### src/rtl/cmf_pkg.sv
package cmf_pkg;

  localparam int MaxWidthDefault = 2048;
  localparam int WidthBits = 12;
  localparam logic [WidthBits-1:0] ImageWidthReset = 12'd640;
  localparam int AddrBits = 3;
  localparam logic RegImageWidth = 1'b0;

  localparam logic CmdFlush = 1'b1;

  localparam int QueueDepth = 4;
  localparam int CountBits = $clog2(QueueDepth + 1);

  localparam int Slots = 5;
  localparam int SlotMid = 0;
  localparam int SlotUp = 1;
  localparam int SlotPix = 2;
  localparam int SlotLeft = 3;
  localparam int SlotNext = 4;

  typedef struct packed {
    logic       command;
    logic [7:0] red_in;
    logic [7:0] green_in;
    logic [7:0] blue_in;
    logic [7:0] alpha_in;
  } in_word_t;

  typedef struct packed {
    logic [7:0] red_out;
    logic [7:0] green_out;
    logic [7:0] blue_out;
    logic [7:0] alpha_out;
    logic       row_end;
    logic       image_end;
  } out_word_t;

  typedef struct packed {
    logic [7:0] alpha;
    logic [7:0] blue;
    logic [7:0] green;
    logic [7:0] red;
  } pixel_t;

  localparam pixel_t PixOnes = '1;
  localparam pixel_t PixZero = '0;

  typedef pixel_t [Slots-1:0] slots_t;

  typedef struct packed {
    slots_t px;
    logic   row_end;
    logic   image_end;
  } job_t;

  typedef logic [Slots-1:0][7:0] quint_t;
  typedef logic [3:0][7:0] quad_t;

  function automatic logic [7:0] min8(logic [7:0] a, logic [7:0] b);
    return (a < b) ? a : b;
  endfunction

  function automatic logic [7:0] max8(logic [7:0] a, logic [7:0] b);
    return (a < b) ? b : a;
  endfunction

  // First three layers of a five-input sorting network. The smallest
  // value is dropped since the median never needs it.
  function automatic quad_t sort_front(quint_t v);
    logic [7:0] s0, s1, s2, s3, s4;
    logic [7:0] t0, t1, t2, t3, t4;
    quad_t      q;
    s0 = min8(v[0], v[3]);
    s3 = max8(v[0], v[3]);
    s1 = min8(v[1], v[4]);
    s4 = max8(v[1], v[4]);
    s2 = v[2];
    t0 = min8(s0, s2);
    t2 = max8(s0, s2);
    t1 = min8(s1, s3);
    t3 = max8(s1, s3);
    t4 = s4;
    q[0] = max8(t0, t1);
    q[1] = min8(t2, t4);
    q[2] = t3;
    q[3] = max8(t2, t4);
    return q;
  endfunction

  function automatic logic [7:0] median_back(quad_t q);
    return min8(max8(q[0], q[1]), min8(q[2], q[3]));
  endfunction

endpackage

### src/rtl/cmf_queue.sv
module cmf_queue import cmf_pkg::*; (
  input  logic                 clk_i,
  input  logic                 rst_ni,
  input  logic                 push_i,
  input  job_t                 push_job_i,
  output logic [CountBits-1:0] count_o,
  output logic                 pop_valid_o,
  output job_t                 pop_job_o,
  input  logic                 pop_ready_i
);

  localparam int PtrBits = (QueueDepth > 1) ? $clog2(QueueDepth) : 1;

  job_t                 mem_q [QueueDepth];
  logic [PtrBits-1:0]   wr_q, rd_q;
  logic [CountBits-1:0] count_q;
  logic                 pop;

  function automatic logic [PtrBits-1:0] bump(logic [PtrBits-1:0] p);
    return (p == PtrBits'(QueueDepth - 1)) ? '0 : p + PtrBits'(1);
  endfunction

  assign pop_valid_o = count_q != '0;
  assign pop_job_o = mem_q[rd_q];
  assign pop = pop_valid_o & pop_ready_i;
  assign count_o = count_q;

  always_ff @(posedge clk_i or negedge rst_ni) begin
    if (!rst_ni) begin
      wr_q <= '0;
      rd_q <= '0;
      count_q <= '0;
    end else begin
      if (push_i) begin
        wr_q <= bump(wr_q);
      end
      if (pop) begin
        rd_q <= bump(rd_q);
      end
      if (push_i && !pop) begin
        count_q <= count_q + CountBits'(1);
      end else if (pop && !push_i) begin
        count_q <= count_q - CountBits'(1);
      end
    end
  end

  always_ff @(posedge clk_i) begin
    if (push_i) begin
      mem_q[wr_q] <= push_job_i;
    end
  end

endmodule

### config.mk
export PLATFORM = sky130hd
export DESIGN_NAME = cmf_queue
export DESIGN_NICKNAME = d
export VERILOG_FILES = /design/src/rtl/cmf_pkg.sv /design/src/rtl/cmf_queue.sv
export SDC_FILE = /design/constraint.sdc
export NUM_CORES = 1
export LEC_CHECK = 0
export BUFFER_PORTS_ARGS = -buffer_cell sky130_fd_sc_hd__buf_4
export CELL_PAD_IN_SITES_DETAIL_PLACEMENT = 0
export CELL_PAD_IN_SITES_GLOBAL_PLACEMENT = 1
export CORE_MARGIN = 2
export CORE_UTILIZATION = 56
export CTS_BUF_LIST = sky130_fd_sc_hd__clkbuf_8
export CTS_CLUSTER_DIAMETER = 50
export DETAILED_ROUTE_END_ITERATION = 16
export GPL_TIMING_DRIVEN = 0
export MAX_ROUTING_LAYER = met4
export PLACE_DENSITY_LB_ADDON = 0.3
export RECOVER_POWER = 25
export SLEW_MARGIN = 10
export SYNTH_ARGS = -nofsm -noshare
export SYNTH_HDL_FRONTEND = slang
export SYNTH_SLANG_ARGS = --single-unit
### constraint.sdc
create_clock -name clk_i -period 9.74 [get_ports clk_i]
set_clock_uncertainty 0.15 [all_clocks]
set_input_delay 0.974 -clock clk_i [delete_from_list [all_inputs] [get_ports clk_i]]
set_output_delay 0.974 -clock clk_i [all_outputs]
set_load 0.03 [all_outputs]
==> out/qor.csv <==
stage,metric,value,unit
run_status,status,finished clean,
sta,final worst path period need,3.62,ns
clock_tree,root buffer cell,clkbuf_8,
synth,mapped cell area,0.0238,sq mm
synth,Synth cell types,18,
floorplanning,# rows,75,
critical_path,worst-path maximum fanout,10,
placement,hpwl dp,28.1,mm
critical_path,critical path type,flop to primary output,
grt,global-route wire length before repair,67.9,mm
power_and_ir_drop,pwr dens,320,mW/mm^2
sta,max-slew violation count,0,
cells_and_area,Final #Nets,1501,
critical_path,Setup crit start,rd_q[1],
drt,met2 WL,23.0,mm
sta,# setup viols final,0,
synth,"EDFF count, synth",648,
synth,most frequent cell after synthesis,edfxtp_1,
hold_path,hold crit path type,flop to flop,
cells_and_area,Area Overhead vs Synth,20.7,%
clock_tree,htree depth,3,
sta,fmax,276,MHz
floorplanning,Chip Height,210,um
drt,vias per inst,5.53,
critical_path,r2r startpoint,wr_q[0],
synth,Adder-Cell Fraction of Synth Area,0.00400,
run,maxcap violations,0,
placement,GPL Wtd Cong,0.728,
critical_path,r2r setup slk,7.38,ns
clock_tree,clk buf depth,3,
synth,register area share after synthesis,0.825,
critical_path,required time worst endpoint,8.62,ns
drt,# DRC,0,
drt,final WL,45.5,mm
synth,Mapped Cells,882,
clock_tree,TritonCTS buffer count,100,
sta,final period utilization,0.372,
drt,wire length on met3,3.38,mm
clock_tree,Post-CTS Resized,0,
drt,Top Layer Used,met4,
power_and_ir_drop,P_leak,9.73,nW
sta,Fin Setup TNS,0,ns
drt,routed length on met1,18.3,mm
synth,mux cell area share after synthesis,0.155,
synth,cell taking the most area after synthesis,edfxtp_1,
synth,Post-Synth XOR/XNOR Area,0.00110,
placement,Post-DP Area,0.0273,sq mm
synth,Post-synth top flop,edfxtp_1,
grt,pin count of the biggest net entering global routing,52,
drt,Initial DRT Pass Iterations,5,
grt,gr ovfl total,0,
floorplanning,initial core utilization,0.567,
grt,vias in the first global route,11400,
placement,Buffers on Ports,331,
critical_path,CP arrival,2.50,ns
drt,Antenna Nets Post-Route,0,
hold_path,Hold Crit Depth,1,
floorplanning,die area,0.0442,sq mm
floorplanning,io pins,332,
synth,most frequent cells after synthesis,"edfxtp_1, mux4_2, buf_6",
synth,"FFs w/ async S/R, synth",0.0107,
grt,GRT Overall Usage,0.216,
clock_tree,"Clk pin slew, worst setup/hold paths",0.06,ns
drt,drt wl/cell,23.2,um
cells_and_area,layout cells sized above 1,0.394,
critical_path,CP Capture Type,primary output,
synth,post-synthesis compound-gate area fraction,0.000421,
clock_tree,Num Clock Sinks,655,
synth,Mapped Nets,1055,
power_and_ir_drop,maximum vdd drop,0.000252,V
floorplanning,core area,0.0419,sq mm
cells_and_area,Fill cells,2674,
cells_and_area,Final Util,0.685,
sta,final hold viol count,0,
critical_path,critical path endpoint,pop_job_o[119],
floorplanning,Die X,210,um
cells_and_area,post-route cell area,0.0287,sq mm
synth,combinational family with the most area after synthesis,multiplexers,
critical_path,Worst Reg2Reg Path Length in Cells,5,
drt,Via Count,10800,
sta,RSZ-0062 raised after global routing,no,
sta,max_slew headroom,0.470,
clock_tree,clk_lat worst skew,0.65,ns
sta,actual slew at the worst max-slew pin,0.795,ns
synth,post-synth top area share,0.818,
synth,number of synthesized register bits,655,
grt,antenna violations before repair,5,
synth,syn avg cell area,27.0,sq um
clock_tree,CTS tree,yes,
synth,synth top area cells,"edfxtp_1, mux4_2, buf_6, dfrtp_1, ha_1",
drt,DRT iter0 DRCs,706,
critical_path,startpoint types,flop,
synth,Syn. warnings,0,
critical_path,Reg2Reg Capture Point,mem_q[2][60],
synth,simple-gate share of the synthesized area,0.00226,
==> cells in the final DEF, fill, tap and decap left out, types with 6 or more instances in the layout <==
cell,count
edfxtp_1,648
buf_4,218
mux4_2,162
clkbuf_1,122
clkbuf_8,102
inv_1,39
clkinv_2,20
clkinv_1,20
buf_6,18
buf_2,9
buf_16,8
dfrtp_1,7
diode_2,6
ha_1,6
==> sequential cells by signal (all words and copies together), names as in the netlist <==
signal	cells
mem_q	648
count_o	3
rd_q	2
wr_q	2
==> cells by family after synthesis <==
| logic type | after synthesis |
|---|---|
| buf+inv | 39 |
| xor+xnor | 3 |
| compound gates | 2 |
| fa+ha+maj | 7 |
| simple gates | 11 |
| mux | 165 |
| flops | 655 |
==> per-layer routing <==
| metal | GRT usage | vias to the layer above |
|---|---|---|
| met4 | 0.0687 | 0 |
| li1 | - | 4769 |
| met2 | 0.333 | 348 |
| met5 | - | - |
| met3 | 0.0632 | 76 |
| met1 | 0.284 | 5630 |
==> layout make-up <==
class                   count  area, sq um  share of cell area
clock inverters            85          448              0.0156
well taps                 539          674              0.0235
multi-input cells         188         3880               0.135
inverters                   3         11.3            0.000392
plain buffers              36          285             0.00993
diodes                      6         15.0            0.000523
flip-flops and latches    655        19600               0.684
clock buffers             102         1400              0.0489
repair buffers            344         2370              0.0824
==> metrics by stage <==
stage	std cells	power, mW	setup slack, ns	hold WS [ns]
4_1_cts	1952	9.36	6.00	0.293
3_5_place_dp	1764	7.28	6.74	0.332
6_report	1958	9.20	6.12	0.350
3_3_place_gp	1752	7.34	1.18	0.324
5_1_grt	1957	9.60	5.96	0.320
2_1_floorplan	882	6.09	4.38	0.407
==> where the power goes <==
part	total (mW)	leakage (nW)	internal, mW	switching (mW)
clock	2.06	1.09	1.06	1.00
sequential	3.70	6.03	3.61	0.0948
combinational	3.44	2.61	1.41	2.04
total	9.20	9.73	6.07	3.13
==> worst min path at each step <==
stage / from / end / slack [ns]
finish: count_o[2] / count_o[2] / 0.35
CTS: push_job_i[62] / mem_q[0][62] / 0.29
detailed placement: count_o[2] / count_o[2] / 0.33
global placement: count_o[2] / count_o[2] / 0.32
floorplan: wr_q[0] / wr_q[0] / 0.41
global route: push_job_i[126] / mem_q[3][126] / 0.32
==> repair_timing <==
action,4_1_cts,5_1_grt
buffers inserted,0,0
setup endpoints to repair,0,0
endpoints found under the hold margin,7,0
hold buffers,1,0
==> worst max-delay path: stages (launching register included) <==
cell	delay (ns)
dfrtp_1	0.35
buf_4	0.22
buf_2	0.36
buf_2	0.35
mux4_2	0.37
buf_4	0.19
(Power assumes the default switching activity.)
