<file path="config.mk">
export PLATFORM = sky130hd
export DESIGN_NAME = cmf_back
export DESIGN_NICKNAME = d
export VERILOG_FILES = /design/src/rtl/cmf_pkg.sv /design/src/rtl/cmf_back.sv
export SDC_FILE = /design/constraint.sdc
export NUM_CORES = 1
export LEC_CHECK = 0
export BUFFER_PORTS_ARGS = -buffer_cell sky130_fd_sc_hd__buf_2
export CAP_MARGIN = 20
export CELL_PAD_IN_SITES_DETAIL_PLACEMENT = 0
export CELL_PAD_IN_SITES_GLOBAL_PLACEMENT = 2
export CORE_MARGIN = 1
export CORE_UTILIZATION = 30
export CTS_BUF_LIST = sky130_fd_sc_hd__clkbuf_4 sky130_fd_sc_hd__clkbuf_8 sky130_fd_sc_hd__clkbuf_16
export DETAILED_ROUTE_END_ITERATION = 8
export HOLD_SLACK_MARGIN = 0.15
export PLACE_DENSITY = 0.74
export SYNTH_ARGS = -nofsm -noshare
export SYNTH_HDL_FRONTEND = slang
export SYNTH_SLANG_ARGS = --single-unit
</file>
<file path="constraint.sdc">
create_clock -name clk_i -period 5.83 [get_ports clk_i]
set_input_delay 0.8745 -clock clk_i [delete_from_list [all_inputs] [get_ports clk_i]]
set_output_delay 0.8745 -clock clk_i [all_outputs]
set_load 0.03 [all_outputs]
</file>
<file path="src/rtl/cmf_pkg.sv">
package cmf_pkg;

  localparam int MaxWidthDefault = 2048;
  localparam int WidthBits = 12;
  localparam logic [WidthBits-1:0] ImageWidthReset = 12'd640;
  localparam int AddrBits = 3;
  localparam logic RegImageWidth = 1'b0;

  localparam logic CmdFlush = 1'b1;

  localparam int QueueDepth = 4;
  localparam int CountBits = $clog2(QueueDepth + 1);

  localparam int Slots = 5;
  localparam int SlotMid = 0;
  localparam int SlotUp = 1;
  localparam int SlotPix = 2;
  localparam int SlotLeft = 3;
  localparam int SlotNext = 4;

  typedef struct packed {
    logic       command;
    logic [7:0] red_in;
    logic [7:0] green_in;
    logic [7:0] blue_in;
    logic [7:0] alpha_in;
  } in_word_t;

  typedef struct packed {
    logic [7:0] red_out;
    logic [7:0] green_out;
    logic [7:0] blue_out;
    logic [7:0] alpha_out;
    logic       row_end;
    logic       image_end;
  } out_word_t;

  typedef struct packed {
    logic [7:0] alpha;
    logic [7:0] blue;
    logic [7:0] green;
    logic [7:0] red;
  } pixel_t;

  localparam pixel_t PixOnes = '1;
  localparam pixel_t PixZero = '0;

  typedef pixel_t [Slots-1:0] slots_t;

  typedef struct packed {
    slots_t px;
    logic   row_end;
    logic   image_end;
  } job_t;

  typedef logic [Slots-1:0][7:0] quint_t;
  typedef logic [3:0][7:0] quad_t;

  function automatic logic [7:0] min8(logic [7:0] a, logic [7:0] b);
    return (a < b) ? a : b;
  endfunction

  function automatic logic [7:0] max8(logic [7:0] a, logic [7:0] b);
    return (a < b) ? b : a;
  endfunction

  // First three layers of a five-input sorting network. The smallest
  // value is dropped since the median never needs it.
  function automatic quad_t sort_front(quint_t v);
    logic [7:0] s0, s1, s2, s3, s4;
    logic [7:0] t0, t1, t2, t3, t4;
    quad_t      q;
    s0 = min8(v[0], v[3]);
    s3 = max8(v[0], v[3]);
    s1 = min8(v[1], v[4]);
    s4 = max8(v[1], v[4]);
    s2 = v[2];
    t0 = min8(s0, s2);
    t2 = max8(s0, s2);
    t1 = min8(s1, s3);
    t3 = max8(s1, s3);
    t4 = s4;
    q[0] = max8(t0, t1);
    q[1] = min8(t2, t4);
    q[2] = t3;
    q[3] = max8(t2, t4);
    return q;
  endfunction

  function automatic logic [7:0] median_back(quad_t q);
    return min8(max8(q[0], q[1]), min8(q[2], q[3]));
  endfunction

endpackage

</file>
<file path="src/rtl/cmf_back.sv">
module cmf_back import cmf_pkg::*; (
  input  logic      clk_i,
  input  logic      rst_ni,
  input  logic      in_valid_i,
  output logic      in_ready_o,
  input  job_t      in_job_i,
  output logic      out_valid_o,
  input  logic      out_ready_i,
  output out_word_t out_word_o
);

  typedef struct packed {
    quad_t [3:0] ch;
    logic        row_end;
    logic        image_end;
  } sort_slot_t;

  sort_slot_t s1_q, s1_d;
  logic       s1_valid_q, s1_ready;
  logic       out_valid_q, out_ready;
  out_word_t  out_q, out_d;
  quint_t     red_v, green_v, blue_v, alpha_v;

  always_comb begin
    for (int k = 0; k < Slots; k++) begin
      red_v[k] = in_job_i.px[k].red;
      green_v[k] = in_job_i.px[k].green;
      blue_v[k] = in_job_i.px[k].blue;
      alpha_v[k] = in_job_i.px[k].alpha;
    end
  end

  always_comb begin
    s1_d.ch[0] = sort_front(red_v);
    s1_d.ch[1] = sort_front(green_v);
    s1_d.ch[2] = sort_front(blue_v);
    s1_d.ch[3] = sort_front(alpha_v);
    s1_d.row_end = in_job_i.row_end;
    s1_d.image_end = in_job_i.image_end;
  end

  always_comb begin
    out_d.red_out = median_back(s1_q.ch[0]);
    out_d.green_out = median_back(s1_q.ch[1]);
    out_d.blue_out = median_back(s1_q.ch[2]);
    out_d.alpha_out = median_back(s1_q.ch[3]);
    out_d.row_end = s1_q.row_end;
    out_d.image_end = s1_q.image_end;
  end

  assign out_ready = ~out_valid_q | out_ready_i;
  assign s1_ready = ~s1_valid_q | out_ready;
  assign in_ready_o = s1_ready;

  always_ff @(posedge clk_i or negedge rst_ni) begin
    if (!rst_ni) begin
      s1_valid_q <= 1'b0;
      out_valid_q <= 1'b0;
    end else begin
      if (s1_ready) begin
        s1_valid_q <= in_valid_i;
      end
      if (out_ready) begin
        out_valid_q <= s1_valid_q;
      end
    end
  end

  always_ff @(posedge clk_i) begin
    if (s1_ready && in_valid_i) begin
      s1_q <= s1_d;
    end
    if (out_ready && s1_valid_q) begin
      out_q <= out_d;
    end
  end

  assign out_valid_o = out_valid_q;
  assign out_word_o = out_q;

endmodule

</file>
==> impl_metrics.yaml, run 1 <==
status:
  status: "complete, no violations"
worst_setup_path:
  cp_slowest_cell: "or2_2"
  start_kind: "primary input"
  endpoint: "s1_q[41]"
  r2r_end: "out_word_o[19]"
  crit_path_start: "in_job_i[140]"
  path_class: "primary input to flop"
  cpPeakStageDelay_ns: 0.35
  worst-r2r-cell-count: 13
  rr_startpoint: "s1_q[35]"
  worstPathMaxFanout: 13
  cp-end-kind: "flop"
  crit_required_ns: 6.02
  r2r_setup_slack_ns: 1.76
  cp.arrival_ns: 5.76
route:
  drc: 0
  firstDrtPassIters: 5
  ant_nets: 0
  routed_wl_um: 43870
  vias: 13290
  avgRoutedWirePerCell_um: 15.59
  dr.first_iter.drc_count: 565
  routed_via_density: 4.721
synthesis:
  ys.warnings.count: 0
  synthSimpleGateAreaFrac_pct: 8.777
  synth_flop_cell: "edfxtp_1"
  ys_async_sr_fraction_pct: 1.205
  netlist_instances: 1746
  ys_top_cells_by_area: "edfxtp_1 30%, ha_1 19%, mux2i_1 16%"
  synthAdderAreaFrac_pct: 18.97
  synth_edf_count: 164
  synth_top_family_by_area: "multiplexers"
  synth_top_area_share_pct: 30.01
  synth_compound_area_share_pct: 14.85
  yosys_register_bits: 166
  syn-cell-area_mm2: 0.01641
  synthDistinctLibCells: 65
  seq_area_frac_synth_pct: 30.32
  synthXorXnorAreaFrac_pct: 0
  synthMuxAreaShare_pct: 19.25
  synth_top_cell_by_area: "edfxtp_1"
  avgSynthCellArea_um2: 9.398
  syn_nets: 2160
clock_network:
  clk_latency_ns: 0.45
  clk_pin_slew_ns: 0.07
  cts_tree: "yes"
  htreeDepth: 4
  root_buffer: "clkbuf_16"
  cts_inserted_buffers: 17
  cts_hold_buf: 0
  cts_max_path_buffers: 2
  cts_sinks: 166
sta:
  layout_min_cycle_time_ns: 5.571
  fmax_mhz: 179.5
  rsz0062_at_grt: "true"
  finalCritPeriodShare_pct: 95.55
  finalHoldViolCount: 0
  max_slew_margin_pct: 41.48
  finalClockSkew_ns: 0.01126
  tightest_slew_ns: 0.8777
  setup_viol: 0
  drv_slew: 0
  fin_tns_setup_ns: 0
die:
  design.die.area_mm2: 0.05563
  io_pins: 202
  rows: 85
  coreArea_mm2: 0.05392
  die_y_um: 235.9
  die_x_um: 235.9
  start_util_pct: 30.43
pwr:
  powerDensity_mw_per_mm2: 378.4
  leakagePower_uw: 0.01038
  irDropWorstVdd_mv: 0.1748
cells_and_area:
  drive_above_1_share_pct: 23.72
  fin_nets: 2517
  final_cell_mix: "283 x inv_1, 260 x mux2i_1, 248 x ha_1, 201 x buf_2, 177 x buf_4"
  finalInstanceArea_mm2: 0.02020
  final_common_cell: "inv_1"
  syn2layout_area_growth_pct: 23.10
placed_design:
  dp_hpwl_um: 38140
  place_congestion: 0.8443
  portBuffers: 201
  placed_area_mm2: 0.01950
global_route:
  antenna_found_initial: 2
  grt_pass1_wl_um: 69570
  grt_pass1_vias: 13320
  grt_max_degree: 57
  gr-total-overflow: 0
  track_usage_pct: 15.88
min_path:
  hold_class: "primary input to async pin"
run:
  maxCapViolCount: 0
## kinds of logic after synthesis
kind of cell,Yosys count
AND/OR/NAND/NOR,307
flip-flops,166
buffers and inverters,330
adder cells (fa/ha/maj),249
multiplexers,310
AO/OA/AOI/OAI,384
## cells in the mapped netlist (4+ instances only)
cell / instances
buf_2: 11
o22ai_1: 4
nand4_1: 13
o41a_1: 9
clkbuf_1: 24
nor3_1: 7
a21oi_2: 6
o211ai_1: 4
o31ai_1: 5
ha_1: 248
mux2_2: 38
a31oi_1: 4
mux2_1: 6
buf_1: 5
a21o_1: 41
a211o_1: 5
nand2_1: 71
nand2b_1: 34
a211oi_1: 11
nand3_1: 25
and3_1: 6
o21ai_0: 88
a22oi_1: 4
inv_1: 283
nor2_1: 114
buf_4: 5
and2_1: 10
o21ai_1: 14
a21oi_1: 140
and4_1: 4
o21a_1: 12
nor2b_1: 10
or2_2: 4
edfxtp_1: 164
mux2i_1: 266
## where the power goes
group / leakage (uW) / internal (uW) / switching (uW)
clock: 0.000291 / 581 / 562
combinational: 0.00849 / 2010 / 2520
sequential: 0.00160 / 1830 / 137
## routing by layer
metal | vias up | wire length, um | GRT usage (%) | share of wire [%]
met5 | - | 0 | 0 | 0
met4 | 0 | 621 | 4.238 | 1.4
met3 | 30 | 1081 | 2.212 | 2.5
met2 | 147 | 21240 | 27.80 | 48
met1 | 6140 | 20930 | 20.29 | 48
li1 | 6972 | - | - | -
## area by class of cell
type | count | area, um2
fill | 5435 | 33720
multi-input combinational | 1250 | 10220
sequential | 166 | 4975
timing repair buffer | 385 | 2457
inverter | 283 | 1062
tap | 696 | 870.8
clock buffer | 17 | 425.4
clock inverter | 15 | 177.7
antenna | 3 | 7.507
## per-stage QoR
step | instances | hold WS, ns | util, % | worst slack, ns | total power (uW)
6_report | 2815 | 0.1911 | 37.46 | 0.2593 | 7644
5_1_grt | 2814 | 0.1691 | 37.45 | -0.02716 | 8296
4_1_cts | 2809 | 0.1601 | 37.28 | 0.05003 | 7711
2_1_floorplan | 1746 | 0.4003 | - | -0.002061 | 5126
3_5_place_dp | 2777 | 0.4162 | 36.16 | -0.4425 | 6540
3_3_place_gp | 2777 | 0.4089 | 36.16 | -0.3802 | 6439
## worst min-delay path by stage
stage          startpoint            end  slack (ns)  cells after the start
6_report           rst_ni    out_valid_o        0.19                      1
5_1_grt            rst_ni    out_valid_o        0.17                      1
4_1_cts            rst_ni    out_valid_o        0.16                      1
3_5_place_dp     out_d[0]  out_word_o[0]        0.42                      0
3_3_place_gp     out_d[0]  out_word_o[0]        0.41                      0
2_1_floorplan    out_d[0]  out_word_o[0]        0.40                      0
## worst max-delay path: cells and delay by family
kind / cells / cell delay, ns
simple gates: 5 / 0.66
compound gates: 10 / 1.89
buf+inv: 9 / 1.06
mux: 2 / 0.53
fa+ha+maj: 3 / 0.75
## sequential cells by signal (all words and copies together), names as in the netlist
name	flops
out_d	2
out_valid_o	1
out_word_o	34
s1_q	128
s1_valid_q	1
## repair_timing
action | 4_1_cts | 5_1_grt
setup buffers | 0 | 3
resized for setup | 0 | 18
setup endpoints to repair | 0 | 30
No activity file was read; power rests on OpenSTA's default activity.
==> inputs of run 2 (changes only) <==
- ABC_AREA: default -> 1
- PLACE_DENSITY: 0.74 -> 0.8
==> impl_metrics.yaml, run 2 <==
synthesis:
  synthTopCellsByCount: "808 x nand2_1, 354 x inv_1, 262 x o21ai_0"
  synthMostInstantiatedCell: "nand2_1"
  ys_top_cells_by_area: "edfxtp_1 29%, ha_1 18%, nand2_1 18%"
  synth_flop_cell: "edfxtp_1"
  seq_area_frac_synth_pct: 29.33
  netlist_instances: 2411
  avgSynthCellArea_um2: 7.035
  synth_top_area_share_pct: 29.04
  synthDistinctLibCells: 26
  syn_nets: 2825
  syn-cell-area_mm2: 0.01696
  yosys_register_bits: 166
  ys.warnings.count: 0
  ys_async_sr_fraction_pct: 1.205
  synth_edf_count: 164
  synth_top_cell_by_area: "edfxtp_1"
clock_network:
  root_buffer: "clkbuf_16"
  clk_latency_ns: 0.44
  cts_setup_buffers: 0
  clk_pin_slew_ns: 0.06
  cts_hold_buf: 0
  cts_tree: "yes"
  htreeDepth: 4
  cts_sinks: 166
  cts_resized: 0
  cts_inserted_buffers: 17
  cts_max_path_buffers: 2
pwr:
  p_seq_share_pct: 26.1
  powerDensity_mw_per_mm2: 415.6
  irDropWorstVdd_mv: 0.1956
  p_comb_share_pct: 59.5
  swShare_pct: 46.90
  leakagePower_uw: 0.01031
  p_sw_uw: 3818
  p_int_uw: 4323
  power_frac_clock_pct: 14.4
  p_total_uw: 8140
die:
  start_util_pct: 30.55
  design.die.area_mm2: 0.05749
  coreArea_mm2: 0.05552
  die_y_um: 239.8
  io_pins: 202
  die_x_um: 239.8
  rows: 86
worst_setup_path:
  worstPathCellList: "buf_2 > inv_1 > ha_1 > a21oi_1 > o21a_2 > nand2_2 > o21ai_0 > ha_1 > a21oi_1 > nor2_1 > a211oi_1 > nand2_4 > inv_1 > nand2_1 > o21ai_0 > inv_1 > ha_1 > a21oi_1 > nor2_1 > a211oi_2 > nand2_4 > nand2_1 > nand2_1"
  path_depth: 23
  cp-end-kind: "flop"
  crit_required_ns: 6.02
  crit_family: "compound AO/OA/AOI/OAI gates"
  start_kind: "primary input"
  cpPeakStageDelay_ns: 0.54
  path_class: "primary input to flop"
  worst-r2r-cell-count: 14
  cp.arrival_ns: 5.45
  worstPathMaxFanout: 30
  crit_buf_inv: 4
  cp_slowest_cell: "o21ai_0"
route:
  ant_nets: 0
  firstDrtPassIters: 6
  drc: 0
  routed_wl_um: 46790
  dr.first_iter.drc_count: 653
  routed_via_density: 4.609
  vias: 15590
  avgRoutedWirePerCell_um: 13.83
placed_design:
  place_congestion: 0.8488
  portBuffers: 201
  placed_area_mm2: 0.01897
  dp_hpwl_um: 40000
sta:
  drv_slew: 0
  fmax_mhz: 189.8
  layout_min_cycle_time_ns: 5.268
  finalCritPeriodShare_pct: 90.37
  holdWs_ns: 0.2122
  finalHoldViolCount: 0
  finalClockSkew_ns: 0.009080
  fin_tns_setup_ns: 0
  rsz0062_at_grt: "false"
  setup_viol: 0
  tightest_slew_ns: 1.044
  max_slew_margin_pct: 30.11
status:
  status: "complete, no violations"
cells_and_area:
  final_common_cell: "nand2_1"
  final_util_pct: 35.28
  syn2layout_area_growth_pct: 15.48
  max_flop_register: "s1_q"
  final_cell_mix: "808 x nand2_1, 353 x inv_1, 262 x o21ai_0, 248 x ha_1, 202 x buf_2"
  fin_nets: 3035
  finalInstanceArea_mm2: 0.01959
  drive_above_1_share_pct: 13.86
  largest_register_ffs: 128
global_route:
  grt_pass1_vias: 14700
  track_usage_pct: 16.52
  grt_pass1_wl_um: 75100
  grt_max_degree: 57
  antenna_found_initial: 2
  gr-total-overflow: 0
run:
  maxCapViolCount: 0
min_path:
  hold_class: "primary input to async pin"
run 2: cell types whose count changed in the layout (fill, tap and decap cells not counted), sizes merged, moves of 21 or more:
cell / change
nand2: +800
mux2i: -266
o21ai: +158
nand3: +141
buf: -133
inv: +67
mux2: -44
a21o: -41
nor2: -36
nand2b: -34
a21oi: -21
run 2: kinds of logic (layout without fill, tap and decap cells):
family / count (synthesis) / count (layout) / share of synthesized area (%)
AND/OR/NAND/NOR: 1134 / 1134 / 28.34
AO/OA/AOI/OAI: 444 / 444 / 14.21
buffers and inverters: 419 / 642 / 9.826
adder cells (fa/ha/maj): 248 / 248 / 18.29
flip-flops: 166 / 166 / 29.33
other: 0 / 1 / 0
run 2: metal layers:
metal / wire length (um) / share of wire (%) / track usage [%] / up-vias
met2: 21990 / 47 / 28.29 / 214
li1: - / - / - / 8369
met1: 22670 / 48 / 21.78 / 6964
met3: 1360 / 2.9 / 2.017 / 46
met4: 773 / 1.7 / 4.312 / 0
met5: 0 / 0 / 0 / -
run 2: cell type report:
type                            instances  area (um2)
Clock buffer                           23       483.0
Inverter                              358        1346
Timing Repair Buffer                  252        1386
Antenna cell                            1       2.502
Clock inverter                          9       127.6
Fill cell                            6023       35940
Sequential cell                       166        4975
Tap cell                              748       935.9
Multi-Input combinational cell       1826       10330
run 2: worst paths after layout:
path,slack (ns),start,end
min in group clk_i,0.42,out_d[1],out_word_o[1]
hold / removal,0.21,rst_ni,out_valid_o
setup reg to reg,1.87,s1_q[35],out_word_o[18]
max in group asynchronous,5.53,rst_ni,s1_valid_q
setup / recovery,0.56,in_job_i[121],s1_q[71]
hold reg to reg,0.42,out_d[1],out_word_o[1]
run 2: through the flow:
| stage | setup WS [ns] | std cells |
|---|---|---|
| floorplan | 0.7694 | 2411 |
| global placement | 0.1827 | 3349 |
| detailed placement | 0.1267 | 3349 |
| CTS | 0.6171 | 3381 |
| global route | 0.1337 | 3383 |
| finish | 0.5615 | 3383 |
run 2: power by group through the flow:
stage | clock network (uW) | logic [uW] | registers, uW
finish | 1170 | 4850 | 2130
global route | 1240 | 5640 | 2170
CTS | 1210 | 4890 | 2130
detailed placement | 0 | 4880 | 2160
global placement | 0 | 4780 | 2150
floorplan | 0 | 3330 | 2350
==> inputs of run 3 (changes only) <==
- ABC_AREA: 1 -> 0
- CORE_UTILIZATION: 30 -> 41
- PLACE_DENSITY: 0.8 -> 0.94
- REMOVE_ABC_BUFFERS: default -> 1
==> impl_metrics.yaml, run 3 (synthesis gave the netlist of run 1 again) <==
route:
  routed_wl_um: 40190
  drc: 0
  routed_via_density: 5.069
  ant_nets: 0
  dr.first_iter.drc_count: 518
  firstDrtPassIters: 5
  vias: 13300
  avgRoutedWirePerCell_um: 15.31
sta:
  setup_viol: 0
  finalCritPeriodShare_pct: 94.68
  max_slew_margin_pct: 41.36
  tightest_slew_ns: 0.8796
  layout_min_cycle_time_ns: 5.520
  fin_tns_setup_ns: 0
  finalHoldViolCount: 0
  setup_slack_ns: 0.3104
  finalClockSkew_ns: 0.01123
  drv_slew: 0
  fmax_mhz: 181.2
pwr:
  power_frac_clock_pct: 14.3
  p_int_uw: 4391
  p_total_uw: 7479
  irDropWorstVdd_mv: 0.1546
  swShare_pct: 41.29
  p_comb_share_pct: 59.3
  powerDensity_mw_per_mm2: 376.2
  p_sw_uw: 3088
  leakagePower_uw: 0.01033
  p_seq_share_pct: 26.4
worst_setup_path:
  crit_path_start: "in_job_i[140]"
  crit_required_ns: 6.00
  start_kind: "primary input"
  worstPathMaxFanout: 8
  rr_startpoint: "s1_q[67]"
  cp-end-kind: "flop"
  worst-r2r-cell-count: 13
  cp.arrival_ns: 5.69
  path_class: "primary input to flop"
placed_design:
  place_congestion: 0.8758
  dp_slack_ns: -0.3798
  portBuffers: 201
  placed_area_mm2: 0.01919
  dp_hpwl_um: 34460
cells_and_area:
  drive_above_1_share_pct: 23.46
  final_cell_mix: "283 x inv_1, 263 x mux2i_1, 248 x ha_1, 201 x buf_2, 166 x buf_4"
  multiInputGateArea_mm2: 0.01026
  regArea_mm2: 0.004975
  fin_nets: 2507
  fillers: 3697
  max_flop_register: "s1_q"
  syn2layout_area_growth_pct: 21.17
  finalInstanceArea_mm2: 0.01988
  largest_register_ffs: 128
  diodes: 0
  final_common_cell: "inv_1"
die:
  io_pins: 202
  start_util_pct: 41.97
  die_y_um: 202.1
  rows: 72
  die_x_um: 202.1
  coreArea_mm2: 0.03910
  design.die.area_mm2: 0.04082
global_route:
  grt_max_degree: 67
  track_usage_pct: 20.00
  grt_pass1_vias: 13150
  gr-total-overflow: 0
  grt_pass1_wl_um: 65180
  antenna_found_initial: 0
clock_network:
  cts_sinks: 166
  clk_latency_ns: 0.43
  root_buffer: "clkbuf_16"
  cts_tree: "yes"
  htreeDepth: 4
  cts_hold_buf: 0
  cts_inserted_buffers: 17
  clk_pin_slew_ns: 0.06
  cts_max_path_buffers: 2
min_path:
  hold_class: "primary input to async pin"
status:
  status: "complete, no violations"
run:
  maxCapViolCount: 0
## run 3: cell count changes in the layout (fill, tap and decap cells not counted), moves of 36 or more
cell and change:
nand2_1 -737, mux2i_1 +263, o21ai_0 -177, nand3_1 -141, buf_4 +116, inv_1 -70, a21o_1 +40, mux2_2 +38
nand2_2 -36
## run 3: final timing paths
check / slack [ns] / to
max in group asynchronous: 5.44 / out_valid_o
worst max register to register: 1.79 / out_word_o[14]
worst max-delay path: 0.31 / s1_q[41]
worst min register to register: 0.48 / out_valid_o
worst min-delay path: 0.26 / s1_valid_q
min in group clk_i: 0.48 / out_valid_o
## run 3: worst max-delay path, cell delays in order
cell	delay (ns)
buf_2	0.09
inv_1	0.05
ha_1	0.28
a21o_1	0.16
a31oi_1	0.14
buf_4	0.15
o21ai_1	0.08
a21oi_2	0.17
buf_6	0.16
nor2_1	0.06
a21oi_2	0.13
inv_1	0.06
ha_1	0.31
buf_4	0.11
nand3_1	0.05
or2_2	0.32
o31ai_4	0.27
nor2_2	0.06
buf_4	0.16
mux2i_1	0.21
inv_1	0.07
ha_1	0.29
a21o_1	0.18
a21o_1	0.18
a21oi_2	0.23
nand2_1	0.08
o31a_2	0.39
mux2_1	0.35
## run 3: timing repair
item	4_1_cts	5_1_grt
buffers inserted	0	4
endpoints found under the setup margin	0	44
resized for setup	0	28
## run 3: layer usage
layer | GRT usage [%] | vias up | routed length (um) | share of wire (%)
li1 | - | 6960 | - | -
met1 | 26.42 | 6154 | 19070 | 47
met2 | 34.97 | 167 | 19570 | 49
met3 | 2.773 | 21 | 1274 | 3.2
met4 | 3.382 | 0 | 274 | 0.68
met5 | 0 | - | 0 | 0
## run 3: power by group through the flow
| stage | Combinational [uW] | Clock, uW | Sequential [uW] |
|---|---|---|---|
| 4_1_cts | 4420 | 1100 | 1980 |
| 3_5_place_dp | 4400 | 0 | 2010 |
| 2_1_floorplan | 2850 | 0 | 2200 |
| 5_1_grt | 4950 | 1150 | 2010 |
| 6_report | 4430 | 1070 | 1970 |
| 3_3_place_gp | 4290 | 0 | 2000 |
## run 3: cell type report
| cell class | count | share of cell area [%] |
|---|---|---|
| inverter | 283 | 5.343 |
| clock inverter | 15 | 0.6482 |
| timing repair buffer | 374 | 11.99 |
| tap | 518 | 3.260 |
| multi-input combinational | 1251 | 51.60 |
| sequential | 166 | 25.02 |
| clock buffer | 17 | 2.140 |
## run 3: stage by stage
stage | instances | util (%) | hold slack [ns]
after floorplan | 1699 | - | 0.4003
after global routing | 2624 | 50.85 | 0.2291
after detailed placement | 2587 | 49.07 | 0.4667
final | 2624 | 50.85 | 0.2583
after global placement | 2587 | 49.07 | 0.4591
after CTS | 2619 | 50.49 | 0.2416
